[src/design/hmbt_pkg.sv]
// ----------------------------------------------------------------------------
// hmbt_pkg
// shared types and constants for the handheld memory bus with timer
// ----------------------------------------------------------------------------
package hmbt_pkg;

	localparam int ROM_BYTES  = 32768;
	localparam int VRAM_BYTES = 8192;
	localparam int ERAM_BYTES = 8192;
	localparam int WRAM_BYTES = 8192;
	localparam int OAM_BYTES  = 160;
	localparam int HRAM_BYTES = 127;

	localparam int ROM_AW  = $clog2(ROM_BYTES);
	localparam int VRAM_AW = $clog2(VRAM_BYTES);
	localparam int ERAM_AW = $clog2(ERAM_BYTES);
	localparam int WRAM_AW = $clog2(WRAM_BYTES);
	localparam int OAM_AW  = $clog2(OAM_BYTES);
	localparam int IO_AW   = 7;
	localparam int HRAM_AW = $clog2(HRAM_BYTES);

	// memory identifiers for the address decode
	typedef enum logic [3:0] {
		MEM_ROM, MEM_VRAM, MEM_ERAM, MEM_WRAM, MEM_OAM,
		MEM_IO, MEM_HRAM, MEM_IE, MEM_NONE
	} mem_sel_t;

	typedef enum logic [1:0] {
		OP_READ  = 2'd0,
		OP_WRITE = 2'd1,
		OP_TICK  = 2'd2,
		OP_LOAD  = 2'd3
	} op_t;

	typedef enum logic [3:0] {
		ST_CLEAR, ST_IDLE, ST_READ, ST_DMA_RD, ST_DMA_WR,
		ST_TICK_RD, ST_TICK_STEP, ST_TICK_WR, ST_DONE
	} state_t;

	localparam logic [15:0] DIV_ADDR = 16'hFF04;
	localparam logic [15:0] DMA_ADDR = 16'hFF46;
	localparam logic [7:0]  DMA_LEN  = 8'hA0;

	localparam logic [IO_AW-1:0] IO_JOYP = 7'h00;
	localparam logic [IO_AW-1:0] IO_DIV  = 7'h04;
	localparam logic [IO_AW-1:0] IO_TIMA = 7'h05;
	localparam logic [IO_AW-1:0] IO_TMA  = 7'h06;
	localparam logic [IO_AW-1:0] IO_TAC  = 7'h07;
	localparam logic [IO_AW-1:0] IO_IF   = 7'h0F;
	localparam logic [IO_AW-1:0] IO_LCDC = 7'h40;
	localparam logic [IO_AW-1:0] IO_BGP  = 7'h47;
	localparam logic [IO_AW-1:0] IO_OBP0 = 7'h48;
	localparam logic [IO_AW-1:0] IO_OBP1 = 7'h49;

	// post-boot value of an I/O register
	function automatic logic [7:0] io_reset_value(input logic [IO_AW-1:0] a);
		logic [7:0] v;
		v = 8'h00;
		if (a == IO_JOYP || a == IO_OBP0 || a == IO_OBP1) v = 8'hFF;
		if (a == IO_LCDC) v = 8'h93;
		if (a == IO_BGP)  v = 8'hFC;
		if (a == IO_IF)   v = 8'hE1;
		return v;
	endfunction

	typedef struct packed {
		mem_sel_t       sel;
		logic [14:0]    offset;
	} decode_t;

	function automatic decode_t decode(input logic [15:0] a);
		decode_t d;
		d.offset = 15'd0;
		d.sel    = MEM_NONE;
		if (a <= 16'h7FFF) begin
			d.sel = MEM_ROM;  d.offset = a[14:0];
		end else if (a <= 16'h9FFF) begin
			d.sel = MEM_VRAM; d.offset = {2'b00, a[12:0]};
		end else if (a <= 16'hBFFF) begin
			d.sel = MEM_ERAM; d.offset = {2'b00, a[12:0]};
		end else if (a <= 16'hFDFF) begin
			d.sel = MEM_WRAM; d.offset = {2'b00, a[12:0]};
		end else if (a <= 16'hFE9F) begin
			d.sel = MEM_OAM;  d.offset = {7'd0, a[7:0]};
		end else if (a <= 16'hFEFF) begin
			d.sel = MEM_NONE;
		end else if (a <= 16'hFF7F) begin
			d.sel = MEM_IO;   d.offset = {8'd0, a[6:0]};
		end else if (a <= 16'hFFFE) begin
			d.sel = MEM_HRAM; d.offset = {8'd0, a[6:0]};
		end else begin
			d.sel = MEM_IE;
		end
		return d;
	endfunction

	// memory port request from the controller
	typedef struct packed {
		mem_sel_t       rd_sel;
		logic [14:0]    rd_addr;
		mem_sel_t       wr_sel;
		logic [14:0]    wr_addr;
		logic [7:0]     wr_data;
		logic           wr_en;
	} mem_req_t;

endpackage

[src/design/hmbt_clr.sv]
// ----------------------------------------------------------------------------
// hmbt_clr
// clearing pass after reset: walks every ram index once, one entry a cycle
// ----------------------------------------------------------------------------
module hmbt_clr
	import hmbt_pkg::*;
(
	input  logic        clk,
	input  logic        arst_n,
	output logic        clearing,
	output logic [14:0] clr_addr,
	output logic [7:0]  clr_io_data
);

	logic        active_q;
	logic [14:0] idx_q;

	always_ff @(posedge clk or negedge arst_n) begin
		if (!arst_n) begin
			active_q <= 1'b1;
			idx_q    <= '0;
		end else if (active_q) begin
			idx_q <= idx_q + 15'd1;
			if (idx_q == 15'(ROM_BYTES - 1)) active_q <= 1'b0;
		end
	end

	assign clearing    = active_q;
	assign clr_addr    = idx_q;
	assign clr_io_data = io_reset_value(idx_q[IO_AW-1:0]);

endmodule

[config.mk]
export PLATFORM = sky130hd
export DESIGN_NAME = hmbt_clr
export DESIGN_NICKNAME = d
export VERILOG_FILES = /design/src/design/hmbt_pkg.sv /design/src/design/hmbt_clr.sv
export SDC_FILE = /design/constraint.sdc
export NUM_CORES = 1
export LEC_CHECK = 0
export BUFFER_PORTS_ARGS = -buffer_cell sky130_fd_sc_hd__buf_2
export CORE_MARGIN = 5
export CORE_UTILIZATION = 38
export DETAILED_ROUTE_END_ITERATION = 10
export PLACE_DENSITY = 0.67
export SYNTH_ARGS = -nofsm -noshare
export SYNTH_HDL_FRONTEND = slang
export SYNTH_SLANG_ARGS = --single-unit
[constraint.sdc]
create_clock -name clk -period 3.05 [get_ports clk]
set_clock_uncertainty 0.1 [all_clocks]
set_input_delay 0.4575 -clock clk [delete_from_list [all_inputs] [get_ports clk]]
set_output_delay 0.4575 -clock clk [all_outputs]
set_load 0.05 [all_outputs]
==> results.json, run 1 <==
{
  "area_growth_pct": 16.6,
  "clockBufferDepth": 2,
  "rsz0062_at_grt": "no",
  "nNetsFinal": 118,
  "drt_iter0_markers": 6,
  "drv_cap": 0,
  "hold_path.startpoint": "clr_addr[14]",
  "via_count": 698,
  "status": "complete, no violations",
  "path_class": "register to primary output",
  "grt_max_degree": 17,
  "min_path_type": "register to register",
  "drt_wl_total_um": 1810,
  "power_leakage_nw": 0.619,
  "port_buffers": 25,
  "drive_above_1_share_pct": 37.5,
  "synth_top_area_cell": "dfrtp_1",
  "postLayoutCellArea_mm2": 0.00112,
  "critPathMaxFanout": 7,
  "yosysWarnings": 0,
  "netlist_instances": 89,
  "r2r_start": "clr_addr[0]",
  "grt_usage_pct": 10.9,
  "wl_per_cell_um": 12.7,
  "reg2reg_slack_ns": 1.39,
  "place.gp.congestion": 0.748,
  "placed_cell_area_mm2": 0.00108,
  "utilization_pct": 45.8,
  "start_util_pct": 39.2,
  "setup_viol": 0,
  "synth_cell_types": 33,
  "ctsResizeCount": 0,
  "grt-ovfl-total": 0,
  "placementRows": 18,
  "clk_latency_ns": 0.28,
  "period_minus_slack_ns": 2.55,
  "core-area_mm2": 0.00245,
  "dieHeight_um": 60.4,
  "avgViaCountPerCell": 4.92,
  "clock_sinks": 16,
  "syn_nets": 94,
  "ioPinCount": 26,
  "path_clk_slew_ns": 0.09,
  "total_power_mw": 0.354,
  "ys_seq_elements": 16,
  "yosys-top-cells-area": "dfrtp_1 (39%), xor2_1 (7.3%), xnor2_1 (6.4%), nand4_4 (4.4%), buf_4 (3.9%)",
  "postSynthAreaPerCell_um2": 10.8,
  "cp-start-kind": "register",
  "grt_pass1_wl_um": 2950,
  "max_freq_mhz": 392,
  "cp.required_ns": 2.49,
  "antenna_cells": 0,
  "hold_violations": 0,
  "cts.htree.levels": 1,
  "die_area_mm2": 0.00364,
  "ant_nets": 0,
  "place_ws_ns": 0.812,
  "fin_ws_ns": 0.499,
  "r2r_end": "clr_addr[14]",
  "cts_made_buffers": 3,
  "hold-path-endpoint": "clr_addr[14]",
  "p_per_area_mw_per_mm2": 315,
  "grt_pass1_vias": 660,
  "maxSlewViolCount": 0,
  "ff2ff_path_depth": 4,
  "firstDrtPassIters": 2,
  "holdBufCountCts": 1,
  "finalCritPeriodShare_pct": 83.6,
  "cts_setup_buffers": 0,
  "relSlewSlack_pct": 72.5,
  "max_slew.worst_pin.slew_ns": 0.412,
  "yosys.area.top_type_share_pct": 39.0,
  "synth_sequential_area_ratio_pct": 41.7,
  "peakVddDrop_uv": 257,
  "synth_area_um2": 963,
  "tns_ns": 0,
  "min_delay_path_depth": 1,
  "place.detailed.hpwl_um": 1390,
  "cts_tree": "built",
  "drc": 0,
  "grt_antenna_before_repair": 0,
  "worstPathArrival_ns": 1.99,
  "end_kind": "primary output",
  "die_w_um": 60.4,
  "cts_root_buf": "clkbuf_4"
}
state kept, by name (all words and copies together) (netlist names):
| name | cells |
|---|---|
| clearing | 1 |
| clr_addr | 15 |
cells by family (layout without fill, tap and decap cells):
group,after synthesis,count (layout),synth area share (%)
compound gates,10,10,6.49
xor+xnor,15,15,13.6
fa+ha+maj,3,3,3.90
buf+inv,12,35,7.40
flops,16,16,41.7
simple gates,33,33,26.9
placed cells by master, fill, tap and decap left out:
master | Yosys | layout
dlygate4sd3_1 | 0 | 1
xnor2_1 | 7 | 7
or2_2 | 1 | 1
nand3_1 | 6 | 6
nand4_1 | 2 | 2
o211ai_1 | 1 | 1
clkbuf_8 | 0 | 1
and4bb_1 | 1 | 1
and3_2 | 1 | 1
buf_2 | 0 | 25
inv_1 | 4 | 4
nand2b_1 | 1 | 1
nand4_2 | 2 | 2
a21o_1 | 1 | 1
o21ai_0 | 1 | 1
a21oi_2 | 1 | 2
nor2b_1 | 1 | 1
a21oi_1 | 5 | 4
nor3_1 | 2 | 2
xor2_1 | 8 | 8
clkbuf_4 | 0 | 3
a211o_1 | 1 | 1
ha_1 | 3 | 3
nor4_4 | 1 | 1
nor4_2 | 2 | 2
dfstp_2 | 1 | 1
nand4_4 | 2 | 2
nand2_1 | 5 | 5
inv_2 | 1 | 1
nor2_1 | 3 | 3
or3b_1 | 1 | 1
nor4_1 | 1 | 1
and4_1 | 1 | 1
dfrtp_1 | 15 | 15
layout make-up:
cell class,instances,area (µm²)
fill,246,1330
multi-input combinational,61,494
sequential,16,402
timing repair buffer,26,135
tap,30,37.5
clock buffer,4,36.3
inverter,5,18.8
worst max-delay path by stage:
stage / cells after the start / slack (ns) / from / end
2_1_floorplan: 6 / 0.20 / clr_addr[1] / clr_io_data[6]
4_1_cts: 6 / 0.49 / clr_addr[0] / clr_io_data[5]
3_5_place_dp: 6 / 0.81 / clr_addr[0] / clr_io_data[3]
5_1_grt: 6 / 0.38 / clr_addr[1] / clr_io_data[5]
3_3_place_gp: 6 / 0.85 / clr_addr[0] / clr_io_data[3]
6_report: 6 / 0.50 / clr_addr[0] / clr_io_data[5]
report_power, final:
part           switching, mW  internal (mW)
combinational        0.00397        0.00130
clock                 0.0641         0.0726
sequential                 0          0.212
worst max-delay path: stages (launching register included):
cell and delay, ns:
dfrtp_1 0.47, inv_1 0.09, ha_1 0.17, or3b_1 0.35, a21o_1 0.21, a21oi_2 0.13
buf_2 0.28
through the flow:
step / hold slack, ns / instances
floorplan: 0.0619 / 89
detailed placement: 0.283 / 137
global route: 0.455 / 142
CTS: 0.429 / 142
global placement: 0.286 / 137
finish: 0.412 / 142
per-layer routing:
metal,part of all wire (%),global-route usage [%],wire length (µm),up-vias
met5,0,0,0,-
met4,0.39,0.949,7,0
met3,6.9,4.47,124,2
met2,48,17.9,876,17
met1,44,14.0,799,322
li1,-,-,-,357
Yosys cell counts (all sizes together):
cell type / count
a21oi: 6
nand2b: 1
nor2b: 1
or2: 1
a21o: 1
o211ai: 1
nand2: 5
ha: 3
dfrtp: 15
xnor2: 7
nand3: 6
nand4: 6
buf: 6
or3b: 1
o21ai: 1
inv: 5
xor2: 8
a211o: 1
nor4: 4
and3: 1
dfstp: 1
and4: 1
clkbuf: 1
nor3: 2
and4bb: 1
nor2: 3
(Power assumes the default switching activity.)
==> inputs of run 2 (changes only) <==
--- a/config.mk
+++ b/config.mk
@@ -9,7 +9,7 @@
 export CORE_MARGIN = 5
 export CORE_UTILIZATION = 38
 export DETAILED_ROUTE_END_ITERATION = 10
-export PLACE_DENSITY = 0.67
+export PLACE_DENSITY = 0.69
 export SYNTH_ARGS = -nofsm -noshare
 export SYNTH_HDL_FRONTEND = slang
 export SYNTH_SLANG_ARGS = --single-unit
==> constraint.sdc (replaced) <==
create_clock -name clk -period 2.2 [get_ports clk]
set_clock_uncertainty 0.1 [all_clocks]
set_input_delay 0.33 -clock clk [delete_from_list [all_inputs] [get_ports clk]]
set_output_delay 0.33 -clock clk [all_outputs]
set_load 0.05 [all_outputs]
==> run 2 against run 1 <==
The run now ends with negative setup slack left. Sequential power increased by 39%. Via count increased by 7.2%. Sequential share of layout area decreased by 3.5 points.
==> results.json, run 2 (same netlist as run 1, synthesis figures left out) <==
{
  "ioPinCount": 26,
  "placementRows": 18,
  "drv_cap": 0,
  "start_util_pct": 39.2,
  "fin_ws_ns": -0.0591,
  "failed_checks": "negative setup slack",
  "grt_max_degree": 17,
  "critPathLaunch": "clr_addr[1]",
  "grt_antenna_before_repair": 0,
  "nNetsFinal": 123,
  "met3_usage_pct": 3.19,
  "grt_usage_pct": 13.5,
  "ant_nets": 0,
  "clockBufferDepth": 2,
  "wl_per_cell_um": 14.3,
  "grt_pass1_vias": 777,
  "peakVddDrop_uv": 306,
  "status": "complete, but fails checks",
  "dieHeight_um": 60.4,
  "finalCritPeriodShare_pct": 103,
  "clock_sinks": 16,
  "firstDrtPassIters": 4,
  "area_growth_pct": 30.6,
  "avgViaCountPerCell": 5.09,
  "place.detailed.hpwl_um": 1560,
  "final_common_cell": "buf_2",
  "cp.buffers_inverters": 2,
  "period_minus_slack_ns": 2.26,
  "cts_made_buffers": 3,
  "die_w_um": 60.4,
  "critPathMaxFanout": 3,
  "r2r_start": "clr_addr[0]",
  "cts_root_buf": "clkbuf_4",
  "drive_above_1_share_pct": 49.6,
  "hold_violations": 0,
  "max_slew.worst_pin.slew_ns": 0.362,
  "slowest_stage": "dfrtp_2",
  "place_ws_ns": 0.141,
  "cp-start-kind": "register",
  "min_path_type": "input pin to async pin",
  "place.gp.congestion": 0.783,
  "busiest_layer": "met2",
  "max_freq_mhz": 443,
  "drt_iter0_markers": 9,
  "rsz0062_at_grt": "yes",
  "cts.htree.levels": 1,
  "worstPathArrival_ns": 1.83,
  "power_leakage_nw": 0.679,
  "path_cells": "inv_2 > ha_4 > or3b_1 > a21o_1 > a21oi_4 > buf_6",
  "die_area_mm2": 0.00364,
  "cts_tree": "built",
  "path_class": "register to primary output",
  "max_stage_delay_ns": 0.42,
  "drc": 0,
  "antenna_cells": 0,
  "core-area_mm2": 0.00245,
  "drt_wl_total_um": 2110,
  "setup_viol": 4,
  "gr-usage-met2_pct": 23.0,
  "crit_family": "flip-flops",
  "hold_ws_ns": 0.375,
  "total_power_mw": 0.498,
  "grt_pass1_wl_um": 3660,
  "port_buffers": 25,
  "maxSlewViolCount": 0,
  "end_kind": "primary output",
  "p_per_area_mw_per_mm2": 395,
  "final_cell_mix": "buf_2 (17), dfrtp_1 (12), xor2_1 (8), buf_6 (8), xnor2_1 (7)",
  "grt_util_met1_pct": 16.1,
  "relSlewSlack_pct": 75.8,
  "grt-ovfl-total": 0,
  "via_count": 748,
  "utilization_pct": 51.3,
  "largest_register_ffs": 15,
  "path_clk_slew_ns": 0.10,
  "clk_latency_ns": 0.29,
  "cp.required_ns": 1.77
}
[run 2: routing by layer]
layer | part of all wire (%) | vias to the layer above
met3 | 3.9 | 4
met2 | 50 | 18
met5 | 0 | -
met4 | 1.9 | 0
met1 | 44 | 366
li1 | - | 360
[run 2: power by group]
part	total (mW)	switching, mW	internal [mW]
logic	0.00751	0.00571	0.00180
clock network	0.196	0.0954	0.101
registers	0.294	0	0.294
total	0.498	0.101	0.396
[run 2: through the flow]
stage               cell area [µm²]  instances  setup TNS (ns)
floorplan                      1020         89          -0.349
global placement               1140        140               0
detailed placement             1140        140               0
CTS                            1250        147          -0.235
global route                   1260        147          -0.787
finish                         1260        147          -0.201
[run 2: layout make-up]
cell class | instances | area, µm²
Clock buffer | 4 | 36.3
Multi-Input combinational cell | 61 | 538
Timing Repair Buffer | 31 | 223
Fill cell | 220 | 1200
Sequential cell | 16 | 405
Tap cell | 30 | 37.5
Inverter | 5 | 18.8
[run 2: worst register-to-register path: stages (launching register included)]
cell and delay [ns]:
dfrtp_2 0.38, buf_4 0.15, ha_2 0.24, nand3_1 0.15, nor4_2 0.36, xor2_1 0.18
[run 2: worst paths after layout]
check                      slack [ns]        endpoint  cells after the start
max reg2reg                      0.57    clr_addr[14]                      5
min reg2reg                      0.41    clr_addr[14]                      1
max                             -0.06  clr_io_data[2]                      6
min in group clk                 0.41    clr_addr[14]                      1
min                              0.38     clr_addr[2]                      2
max in group asynchronous        1.32        clearing                      2
[run 2: repair_timing]
item	CTS	global route
hold buffers	1	0
pin swaps	1	2
setup endpoints to repair	8	8
setup buffers	2	0
gates resized for setup	14	3
hold endpoints to repair	15	0
