### src/design/hmbt_pkg.sv
// ----------------------------------------------------------------------------
// hmbt_pkg
// shared types and constants for the handheld memory bus with timer
// ----------------------------------------------------------------------------
package hmbt_pkg;

	localparam int ROM_BYTES  = 32768;
	localparam int VRAM_BYTES = 8192;
	localparam int ERAM_BYTES = 8192;
	localparam int WRAM_BYTES = 8192;
	localparam int OAM_BYTES  = 160;
	localparam int HRAM_BYTES = 127;

	localparam int ROM_AW  = $clog2(ROM_BYTES);
	localparam int VRAM_AW = $clog2(VRAM_BYTES);
	localparam int ERAM_AW = $clog2(ERAM_BYTES);
	localparam int WRAM_AW = $clog2(WRAM_BYTES);
	localparam int OAM_AW  = $clog2(OAM_BYTES);
	localparam int IO_AW   = 7;
	localparam int HRAM_AW = $clog2(HRAM_BYTES);

	// memory identifiers for the address decode
	typedef enum logic [3:0] {
		MEM_ROM, MEM_VRAM, MEM_ERAM, MEM_WRAM, MEM_OAM,
		MEM_IO, MEM_HRAM, MEM_IE, MEM_NONE
	} mem_sel_t;

	typedef enum logic [1:0] {
		OP_READ  = 2'd0,
		OP_WRITE = 2'd1,
		OP_TICK  = 2'd2,
		OP_LOAD  = 2'd3
	} op_t;

	typedef enum logic [3:0] {
		ST_CLEAR, ST_IDLE, ST_READ, ST_DMA_RD, ST_DMA_WR,
		ST_TICK_RD, ST_TICK_STEP, ST_TICK_WR, ST_DONE
	} state_t;

	localparam logic [15:0] DIV_ADDR = 16'hFF04;
	localparam logic [15:0] DMA_ADDR = 16'hFF46;
	localparam logic [7:0]  DMA_LEN  = 8'hA0;

	localparam logic [IO_AW-1:0] IO_JOYP = 7'h00;
	localparam logic [IO_AW-1:0] IO_DIV  = 7'h04;
	localparam logic [IO_AW-1:0] IO_TIMA = 7'h05;
	localparam logic [IO_AW-1:0] IO_TMA  = 7'h06;
	localparam logic [IO_AW-1:0] IO_TAC  = 7'h07;
	localparam logic [IO_AW-1:0] IO_IF   = 7'h0F;
	localparam logic [IO_AW-1:0] IO_LCDC = 7'h40;
	localparam logic [IO_AW-1:0] IO_BGP  = 7'h47;
	localparam logic [IO_AW-1:0] IO_OBP0 = 7'h48;
	localparam logic [IO_AW-1:0] IO_OBP1 = 7'h49;

	// post-boot value of an I/O register
	function automatic logic [7:0] io_reset_value(input logic [IO_AW-1:0] a);
		logic [7:0] v;
		v = 8'h00;
		if (a == IO_JOYP || a == IO_OBP0 || a == IO_OBP1) v = 8'hFF;
		if (a == IO_LCDC) v = 8'h93;
		if (a == IO_BGP)  v = 8'hFC;
		if (a == IO_IF)   v = 8'hE1;
		return v;
	endfunction

	typedef struct packed {
		mem_sel_t       sel;
		logic [14:0]    offset;
	} decode_t;

	function automatic decode_t decode(input logic [15:0] a);
		decode_t d;
		d.offset = 15'd0;
		d.sel    = MEM_NONE;
		if (a <= 16'h7FFF) begin
			d.sel = MEM_ROM;  d.offset = a[14:0];
		end else if (a <= 16'h9FFF) begin
			d.sel = MEM_VRAM; d.offset = {2'b00, a[12:0]};
		end else if (a <= 16'hBFFF) begin
			d.sel = MEM_ERAM; d.offset = {2'b00, a[12:0]};
		end else if (a <= 16'hFDFF) begin
			d.sel = MEM_WRAM; d.offset = {2'b00, a[12:0]};
		end else if (a <= 16'hFE9F) begin
			d.sel = MEM_OAM;  d.offset = {7'd0, a[7:0]};
		end else if (a <= 16'hFEFF) begin
			d.sel = MEM_NONE;
		end else if (a <= 16'hFF7F) begin
			d.sel = MEM_IO;   d.offset = {8'd0, a[6:0]};
		end else if (a <= 16'hFFFE) begin
			d.sel = MEM_HRAM; d.offset = {8'd0, a[6:0]};
		end else begin
			d.sel = MEM_IE;
		end
		return d;
	endfunction

	// memory port request from the controller
	typedef struct packed {
		mem_sel_t       rd_sel;
		logic [14:0]    rd_addr;
		mem_sel_t       wr_sel;
		logic [14:0]    wr_addr;
		logic [7:0]     wr_data;
		logic           wr_en;
	} mem_req_t;

endpackage

### src/design/hmbt_ctrl.sv
// ----------------------------------------------------------------------------
// hmbt_ctrl
// sequencer: clearing pass, bus access, rom load, sprite dma copy and timer update
// ----------------------------------------------------------------------------
module hmbt_ctrl
	import hmbt_pkg::*;
(
	input  logic        clk,
	input  logic        arst_n,
	input  logic        clearing,
	input  logic        start,
	input  logic [1:0]  op,
	input  logic [15:0] address,
	input  logic [7:0]  data,
	input  logic [5:0]  cycles,
	output logic        busy,
	output logic        done,
	output logic [7:0]  read_data,
	output logic        timer_irq_pending,
	output mem_req_t    req,
	input  logic [7:0]  rdata
);

	state_t      state_q, state_d;
	logic [14:0] cnt_q, cnt_d;
	logic [7:0]  data_q;
	logic [5:0]  cyc_q;
	logic [7:0]  div_cnt_q, div_cnt_d;
	logic [10:0] tim_cnt_q, tim_cnt_d;
	logic [7:0]  div_q, div_d, tima_q, tima_d, tma_q, tac_q, if_q, if_d;
	logic [7:0]  rd_q, rd_d;
	logic        irq_q;
	logic [7:0]  tac_d, tma_d;
	logic [10:0] period;
	logic [8:0]  div_sum;
	logic [10:0] tim_sum;
	decode_t     dec;

	// timer registers are shadowed here; the io ram keeps a copy for reads
	assign dec = decode(address);

	always_comb begin
		unique case (tac_q[1:0])
			2'd1:    period = 11'd16;
			2'd2:    period = 11'd64;
			2'd3:    period = 11'd256;
			default: period = 11'd1024;
		endcase
	end

	always_ff @(posedge clk or negedge arst_n) begin
		if (!arst_n) begin
			state_q   <= ST_CLEAR;
			cnt_q     <= '0;
			div_cnt_q <= '0;
			tim_cnt_q <= '0;
			div_q     <= 8'h00;
			tima_q    <= 8'h00;
			tma_q     <= 8'h00;
			tac_q     <= 8'h00;
			if_q      <= 8'hE1;
			irq_q     <= 1'b0;
			rd_q      <= 8'h00;
		end else begin
			state_q   <= state_d;
			cnt_q     <= cnt_d;
			div_cnt_q <= div_cnt_d;
			tim_cnt_q <= tim_cnt_d;
			div_q     <= div_d;
			tima_q    <= tima_d;
			tma_q     <= tma_d;
			tac_q     <= tac_d;
			if_q      <= if_d;
			rd_q      <= rd_d;
			irq_q     <= if_d[2];
		end
	end

	always_ff @(posedge clk) begin
		if (start && !busy) begin
			data_q <= data;
			cyc_q  <= cycles;
		end
	end

	always_comb begin
		state_d   = state_q;
		cnt_d     = cnt_q;
		div_cnt_d = div_cnt_q;
		tim_cnt_d = tim_cnt_q;
		div_d     = div_q;
		tima_d    = tima_q;
		tma_d     = tma_q;
		tac_d     = tac_q;
		if_d      = if_q;
		rd_d      = rd_q;
		req       = '{rd_sel: MEM_NONE, rd_addr: '0, wr_sel: MEM_NONE,
			wr_addr: '0, wr_data: 8'h00, wr_en: 1'b0};
		div_sum   = {1'b0, div_cnt_q} + {3'd0, cyc_q};
		tim_sum   = tim_cnt_q + {5'd0, cyc_q};
		busy      = 1'b1;
		done      = 1'b0;
		unique case (state_q)
			ST_CLEAR: begin
				// the clearing pass owns the ram write ports
				if (!clearing) state_d = ST_IDLE;
			end
			ST_IDLE: begin
				busy = 1'b0;
				rd_d = 8'h00;
				if (start) begin
					unique case (op_t'(op))
						OP_READ: begin
							req.rd_sel  = dec.sel;
							req.rd_addr = dec.offset;
							state_d     = ST_READ;
						end
						OP_WRITE: begin
							req.wr_sel  = dec.sel;
							req.wr_addr = dec.offset;
							req.wr_data = data;
							req.wr_en   = dec.sel != MEM_ROM && dec.sel != MEM_NONE
								&& !(dec.sel == MEM_OAM && dec.offset >= 15'(OAM_BYTES))
								&& !(dec.sel == MEM_HRAM && dec.offset >= 15'(HRAM_BYTES));
							state_d     = ST_DONE;
							if (address == DIV_ADDR) begin
								req.wr_data = 8'h00;
								div_d       = 8'h00;
								div_cnt_d   = 8'h00;
							end else if (dec.sel == MEM_IO) begin
								if (dec.offset[6:0] == IO_TIMA) tima_d = data;
								if (dec.offset[6:0] == IO_TMA)  tma_d  = data;
								if (dec.offset[6:0] == IO_TAC)  tac_d  = data;
								if (dec.offset[6:0] == IO_IF)   if_d   = data;
							end
							if (address == DMA_ADDR) begin
								cnt_d   = '0;
								state_d = ST_DMA_RD;
							end
						end
						OP_TICK: state_d = ST_TICK_RD;
						default: begin
							req.wr_sel  = MEM_ROM;
							req.wr_addr = address[14:0];
							req.wr_data = data;
							req.wr_en   = address < 16'(ROM_BYTES);
							state_d     = ST_DONE;
						end
					endcase
				end
			end
			ST_READ: begin
				rd_d    = rdata;
				state_d = ST_DONE;
			end
			ST_DMA_RD: begin
				begin : dma_src
					decode_t ds;
					ds          = decode({data_q, cnt_q[7:0]});
					req.rd_sel  = ds.sel;
					req.rd_addr = ds.offset;
				end
				state_d = ST_DMA_WR;
			end
			ST_DMA_WR: begin
				req.wr_sel  = MEM_OAM;
				req.wr_addr = cnt_q;
				req.wr_data = rdata;
				req.wr_en   = 1'b1;
				cnt_d       = cnt_q + 15'd1;
				state_d     = (cnt_q[7:0] == DMA_LEN - 8'd1) ? ST_DONE : ST_DMA_RD;
			end
			ST_TICK_RD: begin
				div_cnt_d = div_sum[7:0];
				if (div_sum[8]) div_d = div_q + 8'd1;
				if (tac_q[2]) begin
					tim_cnt_d = tim_sum;
					state_d   = ST_TICK_STEP;
				end else begin
					state_d   = ST_TICK_WR;
				end
				cnt_d = '0;
			end
			ST_TICK_STEP: begin
				// one timer period per cycle; up to 67 steps after a switch to a faster rate
				if (tim_cnt_q >= period) begin
					tim_cnt_d = tim_cnt_q - period;
					if (tima_q == 8'hFF) begin
						tima_d = tma_q;
						if_d   = if_q | 8'h04;
					end else begin
						tima_d = tima_q + 8'd1;
					end
				end else begin
					state_d = ST_TICK_WR;
				end
			end
			ST_TICK_WR: begin
				// write timer registers back to io ram, one per cycle
				req.wr_en  = 1'b1;
				req.wr_sel = MEM_IO;
				unique case (cnt_q[1:0])
					2'd0: begin req.wr_addr = {8'd0, IO_DIV};  req.wr_data = div_q;  end
					2'd1: begin req.wr_addr = {8'd0, IO_TIMA}; req.wr_data = tima_q; end
					default: begin req.wr_addr = {8'd0, IO_IF}; req.wr_data = if_q; end
				endcase
				cnt_d = cnt_q + 15'd1;
				if (cnt_q[1:0] == 2'd2) state_d = ST_DONE;
			end
			ST_DONE: begin
				done    = 1'b1;
				state_d = ST_IDLE;
				cnt_d   = '0;
			end
			default: state_d = ST_IDLE;
		endcase
	end

	assign read_data         = rd_q;
	assign timer_irq_pending = irq_q;

endmodule

### config.mk
export PLATFORM = sky130hd
export DESIGN_NAME = hmbt_ctrl
export DESIGN_NICKNAME = d
export VERILOG_FILES = /design/src/design/hmbt_pkg.sv /design/src/design/hmbt_ctrl.sv
export SDC_FILE = /design/constraint.sdc
export NUM_CORES = 1
export LEC_CHECK = 0
export BUFFER_PORTS_ARGS = -buffer_cell sky130_fd_sc_hd__buf_2
export CORE_MARGIN = 2
export CORE_UTILIZATION = 50
export CTS_BUF_LIST = sky130_fd_sc_hd__clkbuf_4 sky130_fd_sc_hd__clkbuf_8 sky130_fd_sc_hd__clkbuf_16
export DETAILED_ROUTE_END_ITERATION = 8
export GPL_TIMING_DRIVEN = 0
export PLACE_DENSITY = 0.72
export SETUP_SLACK_MARGIN = 0.1
export SLEW_MARGIN = 25
export SYNTH_ARGS = -nofsm -noshare
export SYNTH_HDL_FRONTEND = slang
export SYNTH_SLANG_ARGS = --single-unit
### constraint.sdc
create_clock -name clk -period 2.39 [get_ports clk]
set_input_delay 0.1195 -clock clk [delete_from_list [all_inputs] [get_ports clk]]
set_output_delay 0.1195 -clock clk [all_outputs]
set_load 0.05 [all_outputs]
==> run summary, run 1 <==
Number of flops mapped to enable cells by yosys -> 14
Overall power -> 0.00824 W
Hold Crit Class -> in2reg
First drt pass iteration count -> 5
# port buffers -> 96
Crit path kind -> reg2reg
Top-area cell type share of the netlist area -> 30.0%
CTS Buf Count -> 9
Slew of the pin with the lowest slew margin -> 0.772 ns
Worst R2R Path Depth -> 9
Largest net degree at the start of global routing -> 47
Tmin final -> 2.47 ns
Synth area leader -> dfrtp_1
Final max-slew violation count -> 0
Mean Syn Cell Area -> 8.90 um^2
Num ports -> 102
Most used DFF post-synth -> dfrtp_1
Pre-CTS setup slack -> -0.704 ns
Sum Neg Setup Slack -> -0.508 ns
Mapped Nets -> 791
Dpl hpwl -> 15300 um
Num rows -> 41
Iter 0 DRT Violations -> 703
Worst reg2reg setup slack -> -0.08 ns
Clock share of power -> 17.1%
# H-tree levels -> 3
Root Driver -> clkbuf_16
Die X -> 117 um
Clock Tree Buf Depth -> 2
RR Endpoint -> tima_q[7]
Fin nets -> 946
Clock Latency Late Sink -> 0.37 ns
Gr ovfl total -> 0
Cell variety after synth -> 71
Global placement routability congestion -> 0.959
Fin crit share -> 103%
CORE AREA -> 12600 um^2
Critical Path Start Type -> register
Commonest non-fill, non-tap cell in the layout -> nand2_1
Reg clk slew, reported paths -> 0.07 ns
Switching Power -> 0.00381 W
First-pass GRT wire length -> 33600 um
# DRC -> 0
RSZ-0062 raised after global routing -> true
Hold path depth -> 1
Slowest stage delay, CP -> 0.45 ns
Layout cells sized above 1 -> 32.5%
Yosys Warn Count -> 0
Hold Fails Final Rpt -> 0
CTS tree -> yes
Crit-path max FO -> 8
Antenna cells -> 0
Max-slew headroom -> 48.3%
Post-route setup slack -> -0.0752 ns
Die Ht -> 117 um
Fill cells -> 994
Most frequent cells in the layout -> nand2_1, dfrtp_1, buf_2
Starting density of the core -> 51.1%
R2r startpoint -> tac_q[0]
Die ar. -> 13800 um^2
CP endpoint kind -> register
Area contributors post-synth -> dfrtp_1, edfxtp_1, nand2_1
Initial antenna violation count -> 0
Static Leak -> 3.76 nW
DRT Wirelength -> 21600 um
Register area share after synthesis -> 38.2%
Critical path, cell by cell -> nor2b_4 > ha_4 > or4b_4 > o31a_1 > nand3b_1 > a21oi_2 > nor3_4 > buf_12 > mux2_4
Final Skew -> 0.0144 ns
Seq cells post-synth -> 95
Vias in the first global route -> 6292
Sequential Power Share -> 29.3%
Outcome -> complete, but fails checks
Hold Crit Endpoint -> data_q[4]
Max Fclk -> 0.406 GHz
Vias per cell -> 6.36
Slowest stage cell, crit path -> or4b_4
Layout area overhead -> 35.6%
Max cap viols -> 0
Antenna-violating nets left -> 0
Maximum VDD drop -> 560 uV
Violated checks -> negative setup slack
Internal -> 0.00443 W
Crit path required time -> 2.63 ns
Gate power share -> 53.6%
Critical path arrival -> 2.71 ns
Via count -> 6703
Worst hold start -> data[4]
PwrDens -> 946 nW/um^2
Cell Area, Synth -> 6420 um^2
Synthesized instance count -> 722
Sw frac -> 46.2%
Total track usage -> 30.4%
Routed len/inst -> 20.5 um
Clock sink total -> 95
Asr flop ratio synth -> 85.3%
Final setup violation count -> 9
cells by family after synthesis:
kind of cell	synth area share [%]
flops	38.2
simple gates	22.2
mux	3.97
xor+xnor	1.64
buf+inv	3.57
compound gates	25.3
fa+ha+maj	5.10
worst max path at each step:
stage	start	end	slack (ns)	depth (start not counted)
finish	tac_q[0]	tima_q[7]	-0.08	9
global route	tac_q[0]	tima_q[2]	-0.13	9
CTS	tac_q[0]	tima_q[2]	-0.15	9
detailed placement	state_q[2]	tma_q[5]	-0.70	6
global placement	state_q[2]	tma_q[3]	-0.57	6
floorplan	state_q[3]	req[44]	-0.11	5
metrics by stage:
stage / utilization (%) / area [um^2] / std cells / hold WS (ns)
2_1_floorplan: - / 6460 / 722 / -0.176
3_3_place_gp: 57.0 / 7160 / 990 / 0.296
3_5_place_dp: 57.4 / 7220 / 992 / -0.0466
4_1_cts: 65.4 / 8210 / 1040 / 0.00264
5_1_grt: 69.3 / 8710 / 1054 / 0.0131
6_report: 69.3 / 8710 / 1054 / 0.0113
cell usage after synthesis, drive strengths merged, types with 4 or more instances:
master / count
a21o: 9
clkbuf: 31
nand4: 14
a221o: 12
nor2b: 8
and4: 9
o31a: 4
a21oi: 48
o21bai: 4
edfxtp: 14
mux2: 20
nand2b: 7
a31oi: 14
a22oi: 9
xnor2: 6
o21ai: 57
ha: 23
nor4: 5
o31ai: 10
dfstp: 4
a32o: 4
inv: 22
nand3b: 6
and3: 14
xor2: 6
nand2: 82
or4: 6
buf: 5
nand3: 22
nor2: 50
a22o: 32
nor3: 19
dfrtp: 77
o21a: 7
or3: 8
and2: 6
sequential cells by signal (all words and copies together) (netlist names), 6 cells and up:
| register | count |
|---|---|
| cnt_q | 15 |
| cyc_q | 6 |
| data_q | 8 |
| div_cnt_q | 8 |
| div_q | 8 |
| if_q | 7 |
| read_data | 8 |
| tim_cnt_q | 11 |
| tima_q | 8 |
| tma_q | 8 |
worst max-delay path: cells and delay by family, from the launching register on:
| kind | cells | cell delay [ns] |
|---|---|---|
| muxes | 1 | 0.30 |
| DFF | 1 | 0.38 |
| adders and majority gates | 1 | 0.26 |
| and+or+nand+nor | 4 | 0.88 |
| AOI/OAI and AO/OA | 2 | 0.36 |
| buffers and inverters | 1 | 0.16 |
power groups by stage:
stage,Combinational (W),Clock [W],Sequential [W]
global route,0.00468,0.00148,0.00244
floorplan,0.00238,0,0.00239
detailed placement,0.00338,0,0.00238
global placement,0.00326,0,0.00236
CTS,0.00397,0.00143,0.00236
finish,0.00442,0.00141,0.00241
repair_timing:
action                                  CTS  global route
hold endpoints to repair                 54             0
gates cloned                              1             0
resized for setup                       123           125
endpoints found under the setup margin  135           110
pin swaps                                24            42
hold buffers                              7             0
buffers inserted                         24            14
cell type report:
class	count	area [um^2]	share of cell area (%)
clock inverters	6	52.6	0.603
flip-flops and latches	95	2460	28.2
clock buffers	10	233	2.67
repair buffers	144	1160	13.3
multi-input cells	569	4280	49.2
inverters	22	86.3	0.991
plain buffers	36	223	2.56
well taps	172	215	2.47
metal layers:
metal  up-vias  share of wire (%)  track usage, %  wire length [um]
met3        39                8.1            5.01              1760
li1       3065                  -               -                 -
met5         -                  0               0                 0
met1      3262                 42            41.8              9180
met2       337                 47            48.6             10200
met4         0                2.3            10.7               500
(Power assumes the default switching activity.)
==> run 2: changes to the inputs <==
CORE_UTILIZATION = 45   (was 50)
MAX_ROUTING_LAYER = met4   (was default)
PLACE_DENSITY = 0.65   (was 0.72)
==> run 2 against run 1 <==
Against the previous run:
- the flow still finishes with violations (negative setup slack)
- largest cell class unchanged
- worst setup slack got worse by 0.068 ns
- highest routed layer unchanged
- clock power increased by 9%
- total power up 2.7%
- critical path type unchanged
- global-route usage decreased by 0.94 points
- sequential share of layout area shrank 0.28 points
- final cell count increased by 0.28%
- via count increased by 1.5%
- fmax shrank 2.7%
- hold slack lost 0.010 ns
==> run summary, run 2 (synthesis results as in run 1) <==
Outcome -> complete, but fails checks
Violated checks -> negative setup slack
Gr ovfl total -> 0 (unchanged)
Initial antenna violation count -> 0 (unchanged)
Antenna-violating nets left -> 0 (unchanged)
Die ar. -> 15200 um^2 (+11%)
CTS Buf Count -> 9 (unchanged)
Clock Tree Buf Depth -> 2 (unchanged)
Max Fclk -> 0.395 GHz (-2.7%)
Max-slew headroom -> 51.0% (+2.6 points)
First drt pass iteration count -> 8 (+3)
Slowest stage delay, CP -> 0.45 ns (about the same)
Vias in the first global route -> 6377 (+1.4%)
Post-route cell area -> 8800 um^2 (+1.1%)
Sum Neg Setup Slack -> -1.25 ns (-0.741 ns)
Layout cells sized above 1 -> 32.6% (+0.071 points)
CP endpoint kind -> register
First-pass GRT wire length -> 33700 um (+0.39%)
Max reg flops -> 15 (unchanged)
Pre-CTS setup slack -> -0.664 ns (+0.0397 ns)
Fin crit share -> 106% (+2.9 points)
Slowest stage cell, crit path -> or4b_4
Num ports -> 102 (unchanged)
Area post-placement -> 7210 um^2 (about the same)
Final setup violation count -> 11 (+2)
Crit-path max FO -> 8 (unchanged)
Root Driver -> clkbuf_16
Antenna cells -> 0 (unchanged)
Hold Fails Final Rpt -> 0 (unchanged)
Overall power -> 0.00847 W (+2.7%)
Iter 0 DRT Violations -> 791 (+13%)
Total track usage -> 29.4% (-0.94 points)
Vias per cell -> 6.44 (+1.2%)
# H-tree levels -> 3 (unchanged)
Post-route setup slack -> -0.144 ns (-0.0683 ns)
Num rows -> 43 (+4.9%)
Critical Path Start Type -> register
Slew of the pin with the lowest slew margin -> 0.734 ns (-0.0380 ns)
Fin nets -> 941 (-0.53%)
Via count -> 6803 (+1.5%)
Largest net degree at the start of global routing -> 57 (+21%)
Clock sink total -> 95 (unchanged)
Routed len/inst -> 21.0 um (+2.2%)
Reg clk slew, reported paths -> 0.08 ns (about the same)
# DRC -> 0 (unchanged)
PwrDens -> 962 nW/um^2 (+1.6%)
CTS tree -> yes
Dpl hpwl -> 15400 um (+0.56%)
Crit path required time -> 2.63 ns (about the same)
Max cap viols -> 0 (unchanged)
Die Ht -> 123 um (+5.2%)
Largest regs -> cnt_q: 15 flops, tim_cnt_q: 11 flops
Final Skew -> 0.0135 ns (-0.000923 ns)
Layout area overhead -> 37.1%
Inst Count DP -> 999 (+0.71%)
Tmin final -> 2.53 ns (+0.0683 ns)
Global placement routability congestion -> 0.966 (+0.72%)
Hold Crit Class -> in2reg
DRT Wirelength -> 22200 um (+2.5%)
Final max-slew violation count -> 0 (unchanged)
Starting density of the core -> 46.1% (-5.0 points)
Die X -> 123 um (+5.2%)
Critical path, cell by cell -> nor2b_4 > ha_4 > or4b_4 > o31a_1 > nand3b_1 > a21oi_2 > nor3_4 > buf_12 > mux2_4
Clock Latency Late Sink -> 0.36 ns (about the same)
# port buffers -> 96 (unchanged)
Commonest non-fill, non-tap cell in the layout -> nand2_1
Static Leak -> 3.79 nW (+0.64%)
Critical path arrival -> 2.78 ns (+0.07 ns)
Maximum VDD drop -> 513 uV (-8.2%)
Biggest register -> cnt_q
CORE AREA -> 13900 um^2 (+11%)
RSZ-0062 raised after global routing -> true
Most frequent cells in the layout -> nand2_1, dfrtp_1, buf_2
Non-Filler Instances -> 1057 (+0.28%)
Crit path kind -> reg2reg
-- run 2: cell types whose count changed in the layout (fill, tap and decap cells not counted), moves of 2 or more --
cell	previous run	this run
buf_12	3	5
buf_4	38	31
buf_6	35	45
clkbuf_4	17	7
clkinvlp_4	3	1
inv_6	2	4
o21ai_1	4	1
-- run 2: area by class of cell --
| cell class | count | area (um^2) |
|---|---|---|
| sequential | 95 | 2460 |
| timing repair buffer | 140 | 1210 |
| buffer | 35 | 216 |
| multi-input combinational | 569 | 4300 |
| tap | 180 | 225 |
| clock inverter | 6 | 73.8 |
| inverter | 22 | 86.3 |
| fill | 1117 | 5130 |
| clock buffer | 10 | 233 |
-- run 2: final timing paths --
kind                           from            to  slack [ns]  cells past startpoint
max                        tac_q[0]     tima_q[6]       -0.14                      9
min                        rdata[4]  read_data[4]       0.001                      2
max reg2reg                tac_q[0]     tima_q[6]       -0.14                      9
min reg2reg                 if_q[5]       if_q[5]        0.49                      2
max in group asynchronous    arst_n       if_q[7]        1.56                      3
min in group asynchronous    arst_n    state_q[1]        0.20                      2
-- run 2: worst max-delay path, delay by kind of cell (launching register included) --
kind	cells	cell delay, ns
compound gates	2	0.37
fa+ha+maj	1	0.27
buf+inv	1	0.17
flops	1	0.38
mux	1	0.30
simple gates	4	0.93
-- run 2: where the power goes --
| part | switching [W] | internal [W] |
|---|---|---|
| clock network | 0.000703 | 0.000842 |
| logic | 0.00273 | 0.00176 |
| registers | 0.000432 | 0.00199 |
| total | 0.00387 | 0.00460 |
-- run 2: timing repair --
action	CTS	global route
hold buffers	8	0
pin swaps	24	50
setup buffers	20	14
gates cloned	1	0
resized for setup	128	135
setup endpoints to repair	136	110
endpoints found under the hold margin	84	0
-- run 2: through the flow --
stage	hold WS [ns]	utilization, %
3_5_place_dp	0.0119	51.8
6_report	0.00133	63.2
5_1_grt	0.00603	63.2
2_1_floorplan	-0.176	-
4_1_cts	0.00199	59.0
3_3_place_gp	0.297	51.5
-- run 2: metal layers --
layer | part of all wire (%) | up-vias | GRT usage (%)
met5 | 0 | - | -
met4 | 2.7 | 0 | 9.87
met3 | 8.4 | 57 | 6.13
met2 | 48 | 374 | 45.6
met1 | 41 | 3312 | 38.5
li1 | - | 3060 | -
==> run 3: changes to the inputs <==
CORE_UTILIZATION = 28   (was 45)
PLACE_DENSITY = 0.44   (was 0.65)
==> run 3 against run 2 <==
Against the previous run:
- the run still ends with negative setup slack left
- wire length rose by 6.6%
- combinational power about the same
- design area grew 2.5%
- sequential power about the same
- critical path type unchanged
- fmax is 1.5% higher
- largest cell class unchanged
- final cell count is 11% higher
- worst setup slack improved by 0.037 ns
- critical path depth did not move
- highest routed layer unchanged
- sequential share of layout area down 0.67 points
==> run summary, run 3 (synthesis results as in run 1) <==
Hold Crit Class -> in2reg
Global placement routability congestion -> 0.856 (-11%)
Antenna-violating nets left -> 0 (unchanged)
Reg clk slew, reported paths -> 0.07 ns (about the same)
Critical Path Start Type -> register
# port buffers -> 96 (unchanged)
Vias per cell -> 5.53 (-14%)
Final setup violation count -> 21 (+10)
WHS -> 0.0122 ns (+0.0109 ns)
Static Leak -> 3.85 nW (+1.8%)
Iter 0 DRT Violations -> 484 (-39%)
First-pass GRT wire length -> 37200 um (+10%)
Outcome -> complete, but fails checks
Final Skew -> 0.0107 ns (-0.00286 ns)
Via count -> 6492 (-4.6%)
Starting density of the core -> 28.5% (-18 points)
Largest regs -> cnt_q: 15 flops, tim_cnt_q: 11 flops
Die Ht -> 155 um (+26%)
Crit path kind -> reg2reg
CP endpoint kind -> register
Commonest non-fill, non-tap cell in the layout -> nand2_1
CTS Buf Count -> 9 (unchanged)
Clock Tree Buf Depth -> 2 (unchanged)
Fin crit share -> 104% (-1.6 points)
Maximum VDD drop -> 417 uV (-19%)
CORE AREA -> 22600 um^2 (+62%)
Non-Filler Instances -> 1175 (+11%)
Post-route cell area -> 9020 um^2 (+2.5%)
Final max-slew violation count -> 0 (unchanged)
RR Endpoint -> tima_q[2]
Max cap viols -> 0 (unchanged)
First drt pass iteration count -> 5 (-3)
Routed len/inst -> 20.1 um (-4.1%)
CTS tree -> yes
Hold Crit Endpoint -> read_data[4]
Fin nets -> 954 (+1.4%)
Clock Latency Late Sink -> 0.36 ns (about the same)
DRT Wirelength -> 23600 um (+6.6%)
Vias in the first global route -> 6479 (+1.6%)
Num ports -> 102 (unchanged)
Die ar. -> 24200 um^2 (+59%)
Num rows -> 55 (+28%)
Tmin final -> 2.50 ns (-0.0374 ns)
Initial antenna violation count -> 0 (unchanged)
Fill cells -> 2298 (+110%)
Violated checks -> negative setup slack
Worst R2R Path Depth -> 9 (unchanged)
Gr ovfl total -> 0 (unchanged)
# DRC -> 0 (unchanged)
Die X -> 155 um (+26%)
PwrDens -> 929 nW/um^2 (-3.4%)
Dpl hpwl -> 17100 um (+11%)
Hold Fails Final Rpt -> 0 (unchanged)
Root Driver -> clkbuf_16
Total track usage -> 20.2% (-9.3 points)
Hold path depth -> 2 (unchanged)
Layout area overhead -> 40.5%
Area post-placement -> 7340 um^2 (+1.8%)
Worst reg2reg setup slack -> -0.11 ns (+0.04 ns)
R2r startpoint -> tac_q[0]
RSZ-0062 raised after global routing -> true
Largest net degree at the start of global routing -> 69 (+21%)
Slew of the pin with the lowest slew margin -> 0.724 ns (-0.00967 ns)
Clock sink total -> 95 (unchanged)
Most frequent cells in the layout -> nand2_1, dfrtp_1, buf_2
Max Fclk -> 0.401 GHz (+1.5%)
Biggest register -> cnt_q
Crit-path max FO -> 8 (unchanged)
Layout cells sized above 1 -> 34.5% (+1.9 points)
Crit path required time -> 2.63 ns (about the same)
Max reg flops -> 15 (unchanged)
Worst hold start -> rdata[4]
Max-slew headroom -> 51.3% (+0.38 points)
# H-tree levels -> 3 (unchanged)
Inst Count DP -> 1104 (+11%)
Post-route setup slack -> -0.106 ns (+0.0374 ns)
Antenna cells -> 0 (unchanged)
Critical path arrival -> 2.74 ns (-0.04 ns)
-- run 3: changes by cell type in the layout (fill, tap and decap cells not counted), moves of 4 or more --
cell and delta:
a21oi_2 -4, mux2_4 +5, buf_4 +12, buf_6 +5, o21ai_0 -4, mux2_2 -5
-- run 3: power by group --
group | internal, W | switching, W
registers | 0.00199 | 0.000424
clock network | 0.000744 | 0.000697
logic | 0.00180 | 0.00273
-- run 3: cell type report --
cell class	instances	area [um^2]	area share [%]
clock inverter	5	41.3	0.458
sequential	95	2460	27.3
buffer	34	200	2.22
tap	285	357	3.95
clock buffer	11	240	2.66
inverter	22	86.3	0.957
timing repair buffer	154	1310	14.5
multi-input combinational	569	4330	48.0
-- run 3: metrics by stage --
step                      power, W  worst slack (ns)  util, %  setup TNS [ns]
final                      0.00838            -0.106     40.0           -1.18
after global routing       0.00887            -0.254     40.0           -5.45
after CTS                  0.00798            -0.207     38.0           -1.64
after global placement     0.00582            -0.762     32.4          -36.67
after detailed placement   0.00583            -0.828     32.5          -38.21
after floorplan            0.00477            -0.115        -          -0.845
-- run 3: timing repair --
action,4_1_cts,5_1_grt
endpoints found under the setup margin,139,115
pin swaps,42,39
gates resized for setup,177,97
hold buffers,8,0
buffers inserted,31,18
cloned,1,0
hold endpoints to repair,84,0
-- run 3: worst max path at each step --
stage | from | end | slack (ns) | cells past startpoint
finish | tac_q[0] | tima_q[2] | -0.11 | 9
global route | tac_q[0] | tima_q[5] | -0.25 | 9
CTS | tac_q[0] | tima_q[6] | -0.21 | 9
detailed placement | state_q[2] | tma_q[5] | -0.83 | 6
global placement | state_q[2] | tma_q[4] | -0.76 | 6
floorplan | state_q[3] | req[44] | -0.11 | 5
-- run 3: worst max-delay path: stages (launching register included) --
cell and delay [ns]:
dfrtp_1 0.38, nor2b_4 0.14, ha_4 0.26, or4b_4 0.45, o31a_1 0.28, nand3b_1 0.15
a21oi_2 0.09, nor3_4 0.16, buf_12 0.16, mux2_4 0.30
-- run 3: metal layers --
layer	up-vias	GRT usage, %	part of all wire, %
li1	3072	-	-
met1	3177	26.7	46
met2	201	31.8	46
met3	42	2.67	4.2
met4	0	6.86	3.0
met5	-	-	0
